`config.mk`:
```
export PLATFORM = sky130hd
export DESIGN_NAME = line_substring_matcher
export DESIGN_NICKNAME = d
export VERILOG_FILES = /design/src/sv/lsm_pkg.sv /design/src/sv/lsm_config.sv /design/src/sv/lsm_window_match.sv /design/src/sv/line_substring_matcher.sv
export VERILOG_INCLUDE_DIRS = /design/src /design/src/sv
export SDC_FILE = /design/constraint.sdc
export NUM_CORES = 1
export LEC_CHECK = 0
export ABC_AREA = 1
export BUFFER_PORTS_ARGS = -buffer_cell sky130_fd_sc_hd__buf_4
export CAP_MARGIN = 0
export CORE_UTILIZATION = 25
export DETAILED_ROUTE_END_ITERATION = 10
export PLACE_DENSITY_LB_ADDON = 0.2
export SYNTH_ARGS = -nofsm -noshare
export SYNTH_HDL_FRONTEND = slang
export SYNTH_SLANG_ARGS = --single-unit
```
`constraint.sdc`:
```
create_clock -name clk -period 11.4 [get_ports clk]
set_input_delay 2.28 -clock clk [delete_from_list [all_inputs] [get_ports clk]]
set_output_delay 2.28 -clock clk [all_outputs]
set_load 0.02 [all_outputs]
```
`src/sv/line_substring_matcher_defines.svh`:
```
// Assertion macros shared by the line substring matcher modules.
`ifndef LINE_SUBSTRING_MATCHER_DEFINES_SVH
`define LINE_SUBSTRING_MATCHER_DEFINES_SVH

// Same-cycle implication, sampled on clk and disabled while rst_n is low.
`define LSM_ASSERT_SAME(lbl, ant, cons, msg) \
  lbl: assert property (@(posedge clk) disable iff (!rst_n) (ant) |-> (cons)) \
    else $error(msg);

// Next-cycle implication, sampled on clk and disabled while rst_n is low.
`define LSM_ASSERT_NEXT(lbl, ant, cons, msg) \
  lbl: assert property (@(posedge clk) disable iff (!rst_n) (ant) |=> (cons)) \
    else $error(msg);

`endif

```
`src/sv/lsm_pkg.sv`:
```
// Shared types, constants and helpers for the line substring matcher.
package lsm_pkg;

  localparam int LEN_W         = 5;
  localparam int CHAR_W        = 8;
  localparam int CFG_INDEX_W   = 8;
  localparam int CFG_DATA_W    = 64;
  localparam int PATTERN_BYTES = 16;
  localparam int PATTERN_W     = PATTERN_BYTES * CHAR_W;
  localparam int OUT_NUMBER_W  = 32;
  localparam int COUNT_WIDE_W  = 64;

  typedef logic [CFG_INDEX_W-1:0] cfg_index_t;
  typedef logic [CHAR_W-1:0]      char_t;

  localparam cfg_index_t REG_PATTERN_LOW    = 8'd0;
  localparam cfg_index_t REG_PATTERN_HIGH   = 8'd1;
  localparam cfg_index_t REG_PATTERN_LENGTH = 8'd2;
  localparam cfg_index_t REG_IGNORE_CASE    = 8'd3;

  localparam char_t NEWLINE_BYTE = 8'd10;
  localparam char_t UPPER_A      = 8'h41;
  localparam char_t UPPER_Z      = 8'h5A;
  localparam char_t CASE_OFFSET  = 8'h20;

  localparam logic [LEN_W-1:0] RESET_LENGTH = 5'd1;

  typedef struct packed {
    logic [PATTERN_W-1:0] pattern;
    logic [LEN_W-1:0]     length;
    logic                 ignore_case;
  } cfg_t;

  function automatic char_t fold_char(input char_t b, input logic ic);
    char_t r;
    r = b;
    if (ic && b >= UPPER_A && b <= UPPER_Z) begin
      r = b + CASE_OFFSET;
    end
    return r;
  endfunction

endpackage

```
`src/sv/lsm_config.sv`:
```
// Configuration registers of the line substring matcher.
module lsm_config #(
  parameter int MAX_PATTERN = 16
) (
  input  logic                             clk,
  input  logic                             rst_n,
  input  logic                             wr_en,
  input  logic [lsm_pkg::CFG_INDEX_W-1:0]  wr_index,
  input  logic [lsm_pkg::CFG_DATA_W-1:0]   wr_data,
  output lsm_pkg::cfg_t                    cfg
);

  logic [lsm_pkg::CFG_DATA_W-1:0] pat_low_r;
  logic [lsm_pkg::CFG_DATA_W-1:0] pat_high_r;
  logic [lsm_pkg::LEN_W-1:0]      len_r;
  logic                           ic_r;
  logic [lsm_pkg::LEN_W-1:0]      len_act;

  always_ff @(posedge clk) begin
    if (!rst_n) begin
      pat_low_r  <= '0;
      pat_high_r <= '0;
      len_r      <= lsm_pkg::RESET_LENGTH;
      ic_r       <= 1'b0;
    end else if (wr_en) begin
      case (wr_index)
        lsm_pkg::REG_PATTERN_LOW:    pat_low_r  <= wr_data;
        lsm_pkg::REG_PATTERN_HIGH:   pat_high_r <= wr_data;
        lsm_pkg::REG_PATTERN_LENGTH: len_r      <= wr_data[lsm_pkg::LEN_W-1:0];
        lsm_pkg::REG_IGNORE_CASE:    ic_r       <= wr_data[0];
        default: ;
      endcase
    end
  end

  // A zero length acts as one byte; anything above the window depth is clamped.
  always_comb begin
    len_act = len_r;
    if (len_r == '0) begin
      len_act = lsm_pkg::RESET_LENGTH;
    end else if (len_r > lsm_pkg::LEN_W'(MAX_PATTERN)) begin
      len_act = lsm_pkg::LEN_W'(MAX_PATTERN);
    end
  end

  assign cfg.pattern     = {pat_high_r, pat_low_r};
  assign cfg.length      = len_act;
  assign cfg.ignore_case = ic_r;

endmodule

```
`src/sv/lsm_window_match.sv`:
```
// Byte window of the current line and the parallel pattern compare.
`include "line_substring_matcher_defines.svh"

module lsm_window_match #(
  parameter int MAX_PATTERN = 16
) (
  input  logic                 clk,
  input  logic                 rst_n,
  input  logic                 step,
  input  logic                 clear,
  input  lsm_pkg::char_t       char_in,
  input  lsm_pkg::cfg_t        cfg,
  output logic                 match
);

  localparam int FILL_W = $clog2(MAX_PATTERN + 1);
  localparam int IDX_W  = (MAX_PATTERN > 1) ? $clog2(MAX_PATTERN) : 1;

  lsm_pkg::char_t    win_r   [MAX_PATTERN];
  lsm_pkg::char_t    win_nxt [MAX_PATTERN];
  logic [FILL_W-1:0] fill_r;
  logic [FILL_W-1:0] fill_nxt;

  // Entry 0 holds the newest byte of the line.
  always_comb begin
    for (int k = 0; k < MAX_PATTERN; k++) begin
      win_nxt[k] = (k == 0) ? char_in : win_r[(k == 0) ? 0 : k - 1];
    end
    fill_nxt = (fill_r < FILL_W'(MAX_PATTERN)) ? fill_r + 1'b1 : fill_r;
  end

  always_ff @(posedge clk) begin
    if (!rst_n) begin
      fill_r <= '0;
      for (int k = 0; k < MAX_PATTERN; k++) begin
        win_r[k] <= '0;
      end
    end else if (clear) begin
      fill_r <= '0;
      for (int k = 0; k < MAX_PATTERN; k++) begin
        win_r[k] <= '0;
      end
    end else if (step) begin
      fill_r <= fill_nxt;
      for (int k = 0; k < MAX_PATTERN; k++) begin
        win_r[k] <= win_nxt[k];
      end
    end
  end

  // Pattern byte i lines up with the window entry length-1-i.
  always_comb begin
    logic [lsm_pkg::LEN_W-1:0] idx;
    logic                      all_eq;
    all_eq = 1'b1;
    for (int i = 0; i < MAX_PATTERN; i++) begin
      idx = cfg.length - lsm_pkg::LEN_W'(i) - 1'b1;
      if (lsm_pkg::LEN_W'(i) < cfg.length) begin
        if (lsm_pkg::fold_char(win_nxt[idx[IDX_W-1:0]], cfg.ignore_case) !=
            lsm_pkg::fold_char(cfg.pattern[i*lsm_pkg::CHAR_W +: lsm_pkg::CHAR_W],
                               cfg.ignore_case)) begin
          all_eq = 1'b0;
        end
      end
    end
    match = all_eq && (lsm_pkg::LEN_W'(fill_nxt) >= cfg.length);
  end

  `LSM_ASSERT_SAME(a_fill_bound, 1'b1, fill_r <= FILL_W'(MAX_PATTERN), "fill beyond depth")
  `LSM_ASSERT_NEXT(a_clear_empties, clear, fill_r == '0, "window not cleared at line end")
  `LSM_ASSERT_NEXT(a_step_grows, step && !clear && fill_r < FILL_W'(MAX_PATTERN),
                   fill_r == $past(fill_r) + 1'b1, "fill did not advance")

endmodule

```
`src/sv/line_substring_matcher.sv`:
```
// Top level of the line substring matcher: handshakes, line counter and result register.
// Latency: a newline item's result is offered the cycle after the newline is accepted.
// Throughput: one item per cycle; the only stall is a result left waiting in the output
// register while the next item arrives, set by that single result register.
// Reset (rst_n low, synchronous): empty window, no hit, line counter zero, no result,
// pattern zero, pattern length one, exact compare.
`include "line_substring_matcher_defines.svh"

module line_substring_matcher #(
  parameter int MAX_PATTERN     = 16,
  parameter int LINE_COUNT_BITS = 32
) (
  input  logic                                clk,
  input  logic                                rst_n,
  input  logic                                in_valid,
  output logic                                in_ready,
  input  logic [lsm_pkg::CHAR_W-1:0]          in_char_in,
  output logic                                out_valid,
  input  logic                                out_ready,
  output logic [lsm_pkg::OUT_NUMBER_W-1:0]    out_line_number,
  input  logic                                cfg_valid,
  output logic                                cfg_ready,
  input  logic [lsm_pkg::CFG_INDEX_W-1:0]     cfg_index,
  input  logic [lsm_pkg::CFG_DATA_W-1:0]      cfg_data
);

  lsm_pkg::cfg_t                       cfg;
  logic                                in_acc;
  logic                                is_nl;
  logic                                step;
  logic                                clear;
  logic                                match;
  logic                                hit_r;
  logic [LINE_COUNT_BITS-1:0]          cnt_r;
  logic [LINE_COUNT_BITS-1:0]          cnt_nxt;
  logic [lsm_pkg::COUNT_WIDE_W-1:0]    cnt_wide;
  logic                                out_valid_r;
  logic [lsm_pkg::OUT_NUMBER_W-1:0]    line_number_r;

  // Configuration writes are taken unchecked; user writes only while the block is idle.
  assign cfg_ready = 1'b1;

  lsm_config #(
    .MAX_PATTERN(MAX_PATTERN)
  ) u_config (
    .clk      (clk),
    .rst_n    (rst_n),
    .wr_en    (cfg_valid),
    .wr_index (cfg_index),
    .wr_data  (cfg_data),
    .cfg      (cfg)
  );

  // An item can enter whenever the result register is free or is being drained in the
  // same cycle, so the input stalls only while a result waits and the receiver holds off.
  assign in_ready = !out_valid_r || out_ready;
  assign in_acc   = in_valid && in_ready;
  assign is_nl    = (in_char_in == lsm_pkg::NEWLINE_BYTE);
  assign step     = in_acc && !is_nl;
  assign clear    = in_acc && is_nl;

  lsm_window_match #(
    .MAX_PATTERN(MAX_PATTERN)
  ) u_window (
    .clk     (clk),
    .rst_n   (rst_n),
    .step    (step),
    .clear   (clear),
    .char_in (in_char_in),
    .cfg     (cfg),
    .match   (match)
  );

  // The line counter holds once it reaches its maximum; the reported number is its low
  // bits, zero-extended when the counter is narrower than the output.
  assign cnt_nxt  = (cnt_r == '1) ? cnt_r : cnt_r + 1'b1;
  assign cnt_wide = lsm_pkg::COUNT_WIDE_W'(cnt_nxt);

  always_ff @(posedge clk) begin
    if (!rst_n) begin
      hit_r <= 1'b0;
      cnt_r <= '0;
    end else if (clear) begin
      hit_r <= 1'b0;
      cnt_r <= cnt_nxt;
    end else if (step && match) begin
      hit_r <= 1'b1;
    end
  end

  // Result register: loaded by a newline that ends a line holding the pattern.
  always_ff @(posedge clk) begin
    if (!rst_n) begin
      out_valid_r <= 1'b0;
    end else if (clear) begin
      out_valid_r <= hit_r;
    end else if (out_ready) begin
      out_valid_r <= 1'b0;
    end
  end

  always_ff @(posedge clk) begin
    if (clear) begin
      line_number_r <= cnt_wide[lsm_pkg::OUT_NUMBER_W-1:0];
    end
  end

  assign out_valid       = out_valid_r;
  assign out_line_number = line_number_r;

  `LSM_ASSERT_NEXT(a_hit_gives_result, clear && hit_r, out_valid_r, "hit line gave no result")
  `LSM_ASSERT_NEXT(a_byte_no_result, step, !out_valid_r, "ordinary byte produced a result")
  `LSM_ASSERT_NEXT(a_hit_cleared, clear, !hit_r, "hit flag survived line end")
  `LSM_ASSERT_NEXT(a_count_saturates, cnt_r == '1, cnt_r == '1, "line counter wrapped")

endmodule

```
# After elaboration in Yosys (flattened, before gate mapping)
# Memories as Yosys holds them, arrays and structs flattened.
# Cells that the tools add are included.
# Widths: inputs -> output; s select.
# word_totals
output_inout_bits,35
ramBits,128
wordCells,513
input_bits,85
ff_bits,205
n_memories,1
# op_classes
bitwise,49
muxes,190
eq_ne,21
n_reduce_logical,80
order_cmp,99
addsub,64
# mem_list
memory,words,width,rd,rd_ports_with_merged_regs,write_ports,line_no,text
u_window.win_r,16,8,15,0,16,lsm_window_match.sv:19,lsm_pkg::char_t win_r [MAX_PATTERN];
# ops
cell,count
$mux 8,128
$bmux 8 s4,16
$add 8x6->8 const B,32
$ge 8x7->1 const B,32
$le 8x7->1 const B,32
$ne 8x8->1,16
$ge 5x5->1 const B,16
$not 4->5,16
$logic_and 1x1->1,69
$sub 4x1->4 const B,16
$mux 1,42
$lt 4x5->1 const A,8
$add 32x1->32 const B,1
$eq 32x32->1 const B,1
$mux 32,1
$or 1x1->1,32
$sub 4x4->4 const B,8
$lt 3x5->1 const A,4
$eq 8x2->1 const B,2
$sub 4x3->4 const B,4
$mux 5,3
$lt 1x5->1 const A,2
$lt 2x5->1 const A,2
$eq 8x1->1 const B,1
other kinds (14),19

# Logic depth before layout (Yosys ltp)
# logic_depth
word_depth,48
mapped_depth,32
mapped_depth_nobuf,30

# Modules after synthesis
# A second synthesis with hierarchy kept.
# hier_totals
hier_cells,4427
area_unflattened_um2,27202.3
# by_module_without_submodules
module,n_inst,seq_area_each_um2,area_per_inst_um2,cells_each
lsm_window_match,1,3623.5,17877.1,3155
lsm_config,1,2682.6,5898.2,831
line_substring_matcher,1,1641.6,3427.0,441

# Worst setup path before layout
# Ideal clock, no wire load.
# synth_path
path_kind,in2reg
startpoint,input rst_n
endpoint,memory u_window.win_r[0][100] (netlist bit) (enable)
arrival_time_ns,4.682
n_path_buf,2
t_required_ns,10.392
cell_stages,3
setup_time_ns,1.008
setup_slack_ns,5.710
path_cell_list,clkbuf_1 -> clkbuf_1 -> nand2_1
# synth_lines
item,line_no,text
start: declaration,line_substring_matcher.sv:14,"input logic rst_n,"
end: declaration,lsm_window_match.sv:19,

# Worst setup path in the final report
# layout_path
startpoint,register u_config.len_r[4] (netlist bit)
endpoint,register hit_r
# layout_between
elab_chain_cells,48
word_cells_on_any_way,277
cone_classes,add/sub (46); order compare (50); eq/ne (16); mux (114); bitwise (16); reduce/logical (35)
# layout_lines
item,line_no,text
start: declaration,lsm_config.sv:15,logic [lsm_pkg::LEN_W-1:0] len_r;
start signal: assignment,lsm_config.sv:23,len_r <= lsm_pkg::RESET_LENGTH;
start signal: assignment,lsm_config.sv:29,lsm_pkg::REG_PATTERN_LENGTH: len_r <= wr_data[lsm_pkg::LEN_W-1:0];
$gt 5x5->1,lsm_config.sv:41,end else if (len_r > lsm_pkg::LEN_W'(MAX_PATTERN)) begin
$mux 5,lsm_config.sv:41,
$mux 5 (*),lsm_config.sv:39,if (len_r == '0) begin
branches (longest 43 deep; another with $ge 8x7->1),n/a,
$logic_and 1x1->1 (*),lsm_window_match.sv:66,match = all_eq && (lsm_pkg::LEN_W'(fill_nxt) >= cfg.length);
$logic_and 1x1->1 (*),line_substring_matcher.sv:86,end else if (step && match) begin
end signal: assignment,line_substring_matcher.sv:81,hit_r <= 1'b0;
end signal: assignment,line_substring_matcher.sv:84,hit_r <= 1'b0;
end signal: assignment,line_substring_matcher.sv:87,hit_r <= 1'b1;
end: declaration,line_substring_matcher.sv:33,logic hit_r;
# Every way passes the cells marked *. The select of a mux whose other input is x is not followed.
# A chain may end at the register's enable or synchronous reset.

==> impl_metrics.tcl <==
set metrics [dict create \
    grt_first_pass_wirelength_um 162000 \
    synth_seq_cells 325 \
    avgRoutedWirePerCell_um 20.2 \
    synth_flop_cell "dfxtp_1" \
    worstSetupPathType "register to register" \
    post_cts_resize_count 0 \
    synthXorXnorAreaFrac_pct 3.07 \
    die_w_um 319 \
    synthesis.nets 4169 \
    grt_remaining_overflow 0 \
    cp.arrival_ns 6.47 \
    synthMuxAreaShare_pct 0 \
    met1_length_um 49400 \
    ctsRootBufferMaster "clkbuf_16" \
    slew_headroom_pct 6.06 \
    synthCells 4039 \
    worst_pin_slew_ns 1.41 \
    worst_setup_path_end_kind "register" \
    cts_tree "done" \
    fp-row-count 115 \
    dieArea_um2 102000 \
    skew_ns 0.0246 \
    htreeDepth 2 \
    core_area_um2 99000 \
    place_area_um2 27000 \
    drt-initial-drc-count 2667 \
    hold_class "register to register" \
    vdd.ir_drop.worst_v 0.000110 \
    routed_wl_um 109000 \
    cts_buffer_depth 3 \
    yosysSeqAreaShare_pct 31.6 \
    nets 4175 \
    die_y_um 319 \
    worstPathRequired_ns 11.93 \
    drive_gt1_share_pct 7.21 \
    synth_edf_count 144 \
    synth_top_family_by_area "simple AND/OR/NAND/NOR gates" \
    rsz0062_at_grt "false" \
    tns_ns 0 \
    crit_fanout 105 \
    diodes 0 \
    ys_async_sr_fraction_pct 0 \
    maxCapViolCount 0 \
    grt_max_degree 106 \
    cts.clk_slew.worst_paths_ns 0.06 \
    antenna_found_initial 0 \
    drt-pass1-iter-count 6 \
    yosysWarnings 0 \
    syn2layout_area_growth_pct 13.3 \
    grt_pass1_vias 24600 \
    layout_worst_path_cycle_share_pct 52.2 \
    period_needed_ns 5.95 \
    final_max_slew_viol_count 0 \
    dr_wl_met2_um 47800 \
    status "finished clean" \
    synth_fa_ha_area_share_pct 2.24 \
    ant_nets 0 \
    clkSinkCount 325 \
    n_fill_cell 11200 \
    synth_compound_area_share_pct 7.68 \
    place.port_buffers 118 \
    wl_met3_um 7420 \
    p_leak_nw 12.9 \
    setup_viol 0 \
    io_pins 120 \
    yosys.area.top_type "nand2_1" \
    routed_via_density 5.00 \
    synth_top_cell_area_share_pct 17.4 \
    postSynthAreaPerCell_um2 6.22 \
    layout_common_cells "1159 x nand2_1, 849 x nand3_1, 418 x nor2_1" \
    numCtsBuffers 43 \
    post_cts_buffers 0 \
    synth-simple-area-share_pct 45.4 \
    cp-start-kind "register" \
    highest_layer "met4" \
    p_per_area_nw_per_um2 111 \
    final_area_um2 28500 \
    vias 26800 \
    synth_cell_types 54 \
    globalRouteTotalUtil_pct 20.9 \
    hold_viol 0 \
    synth.area.top_cells "nand2_1 17%, edfxtp_1 17%, nand3_1 17%" \
    synth_area_um2 25100 \
    initial_core_util_pct 25.4 \
    drc 0 \
    layout_commonest_cell "nand2_1" \
    fmax_mhz 168 \
    hold_buffers 0 \
    clk_latency_ns 0.64 \
    dpl.hpwl_um 83200 \
    place_congestion 0.955 \
]
==> synthesized netlist by cell type (all sizes together) (2+ instances only) <==
cell type	number
a211oi	2
a21oi	98
and2	9
buf	91
clkbuf	96
clkinv	2
dfxtp	181
edfxtp	144
ha	45
inv	416
nand2	1183
nand3	853
nand3b	20
nand4	60
nor2	430
nor3	32
nor4	20
o211ai	9
o21ai	210
o21bai	15
o22ai	17
or2	13
or4	2
xnor2	13
xor2	69
==> through the flow <==
stage | power (mW) | cells | hold WS (ns) | setup slack (ns) | util [%]
after floorplan | 1.57 | 4039 | 0.437 | 5.71 | -
after global placement | 1.75 | 5287 | 0.485 | 5.52 | 27.3
after detailed placement | 1.75 | 5287 | 0.489 | 5.49 | 27.3
after CTS | 3.19 | 5365 | 0.498 | 5.47 | 28.8
after global routing | 3.29 | 5365 | 0.517 | 4.92 | 28.8
final | 3.16 | 5365 | 0.497 | 5.45 | 28.8
==> path summary, 6_finish.rpt <==
kind	from	end	slack, ns	cells after the start
setup / recovery	u_config.len_r[4]	hit_r	5.45	23
hold / removal	u_window.fill_r[1]	u_window.fill_r[1]	0.50	2
setup reg to reg	u_config.len_r[4]	hit_r	5.45	23
hold reg to reg	u_window.fill_r[1]	u_window.fill_r[1]	0.50	2
==> flip-flops by register name (all words and copies together), names as in the netlist <==
name / flops
u_config.pat_high_r: 64
u_config.len_r: 5
out_valid: 1
cnt_r: 32
u_config.pat_low_r: 64
hit_r: 1
u_config.ic_r: 1
u_window.fill_r: 5
u_window.win_r: 120
out_line_number: 32
==> where the power goes <==
part           switching (mW)  internal [mW]
logic                   0.323          0.135
registers              0.0250           1.24
clock network           0.613          0.820
total                   0.961           2.20
==> metal layers <==
metal | up-vias | track usage (%)
met5 | - | 0
li1 | 13300 | -
met3 | 160 | 3.11
met1 | 12500 | 28.9
met4 | 0 | 7.78
met2 | 902 | 32.8
==> critical path, stage by stage (launching register included) <==
cell and delay, ns:
dfxtp_1 0.60, inv_4 0.20, nand3_4 0.45, nand2_8 0.50
ha_1 0.49, inv_1 1.01, nand3_1 0.51, nand3_1 0.25
nand2_1 0.07, nand2_1 0.06, nand2_1 0.16, nor2_1 0.14
nand4_1 0.17, nand3_1 0.18, nand2_1 0.08, nand3_1 0.07
nand2_1 0.06, nor2_1 0.29, nand2_1 0.09, nand2_1 0.08
nand2_1 0.05, nor2_1 0.10, nand2_1 0.07, a21oi_1 0.12
==> cell type report <==
class	instances	area (µm²)	area share, %
repair buffers	148	1110	3.90
flip-flops and latches	325	7950	27.9
multi-input cells	3109	14800	51.9
clock inverters	21	215	0.756
clock buffers	57	1240	4.37
well taps	1287	1610	5.66
inverters	418	1570	5.52
==> kinds of logic after synthesis <==
kind of cell             Yosys count
AND/OR/NAND/NOR                 2623
buffers and inverters            605
AO/OA/AOI/OAI                    358
flip-flops                       325
XOR/XNOR                          82
adder cells (fa/ha/maj)           45
other                              1
Note: power is estimated with default switching activity, not from simulation.
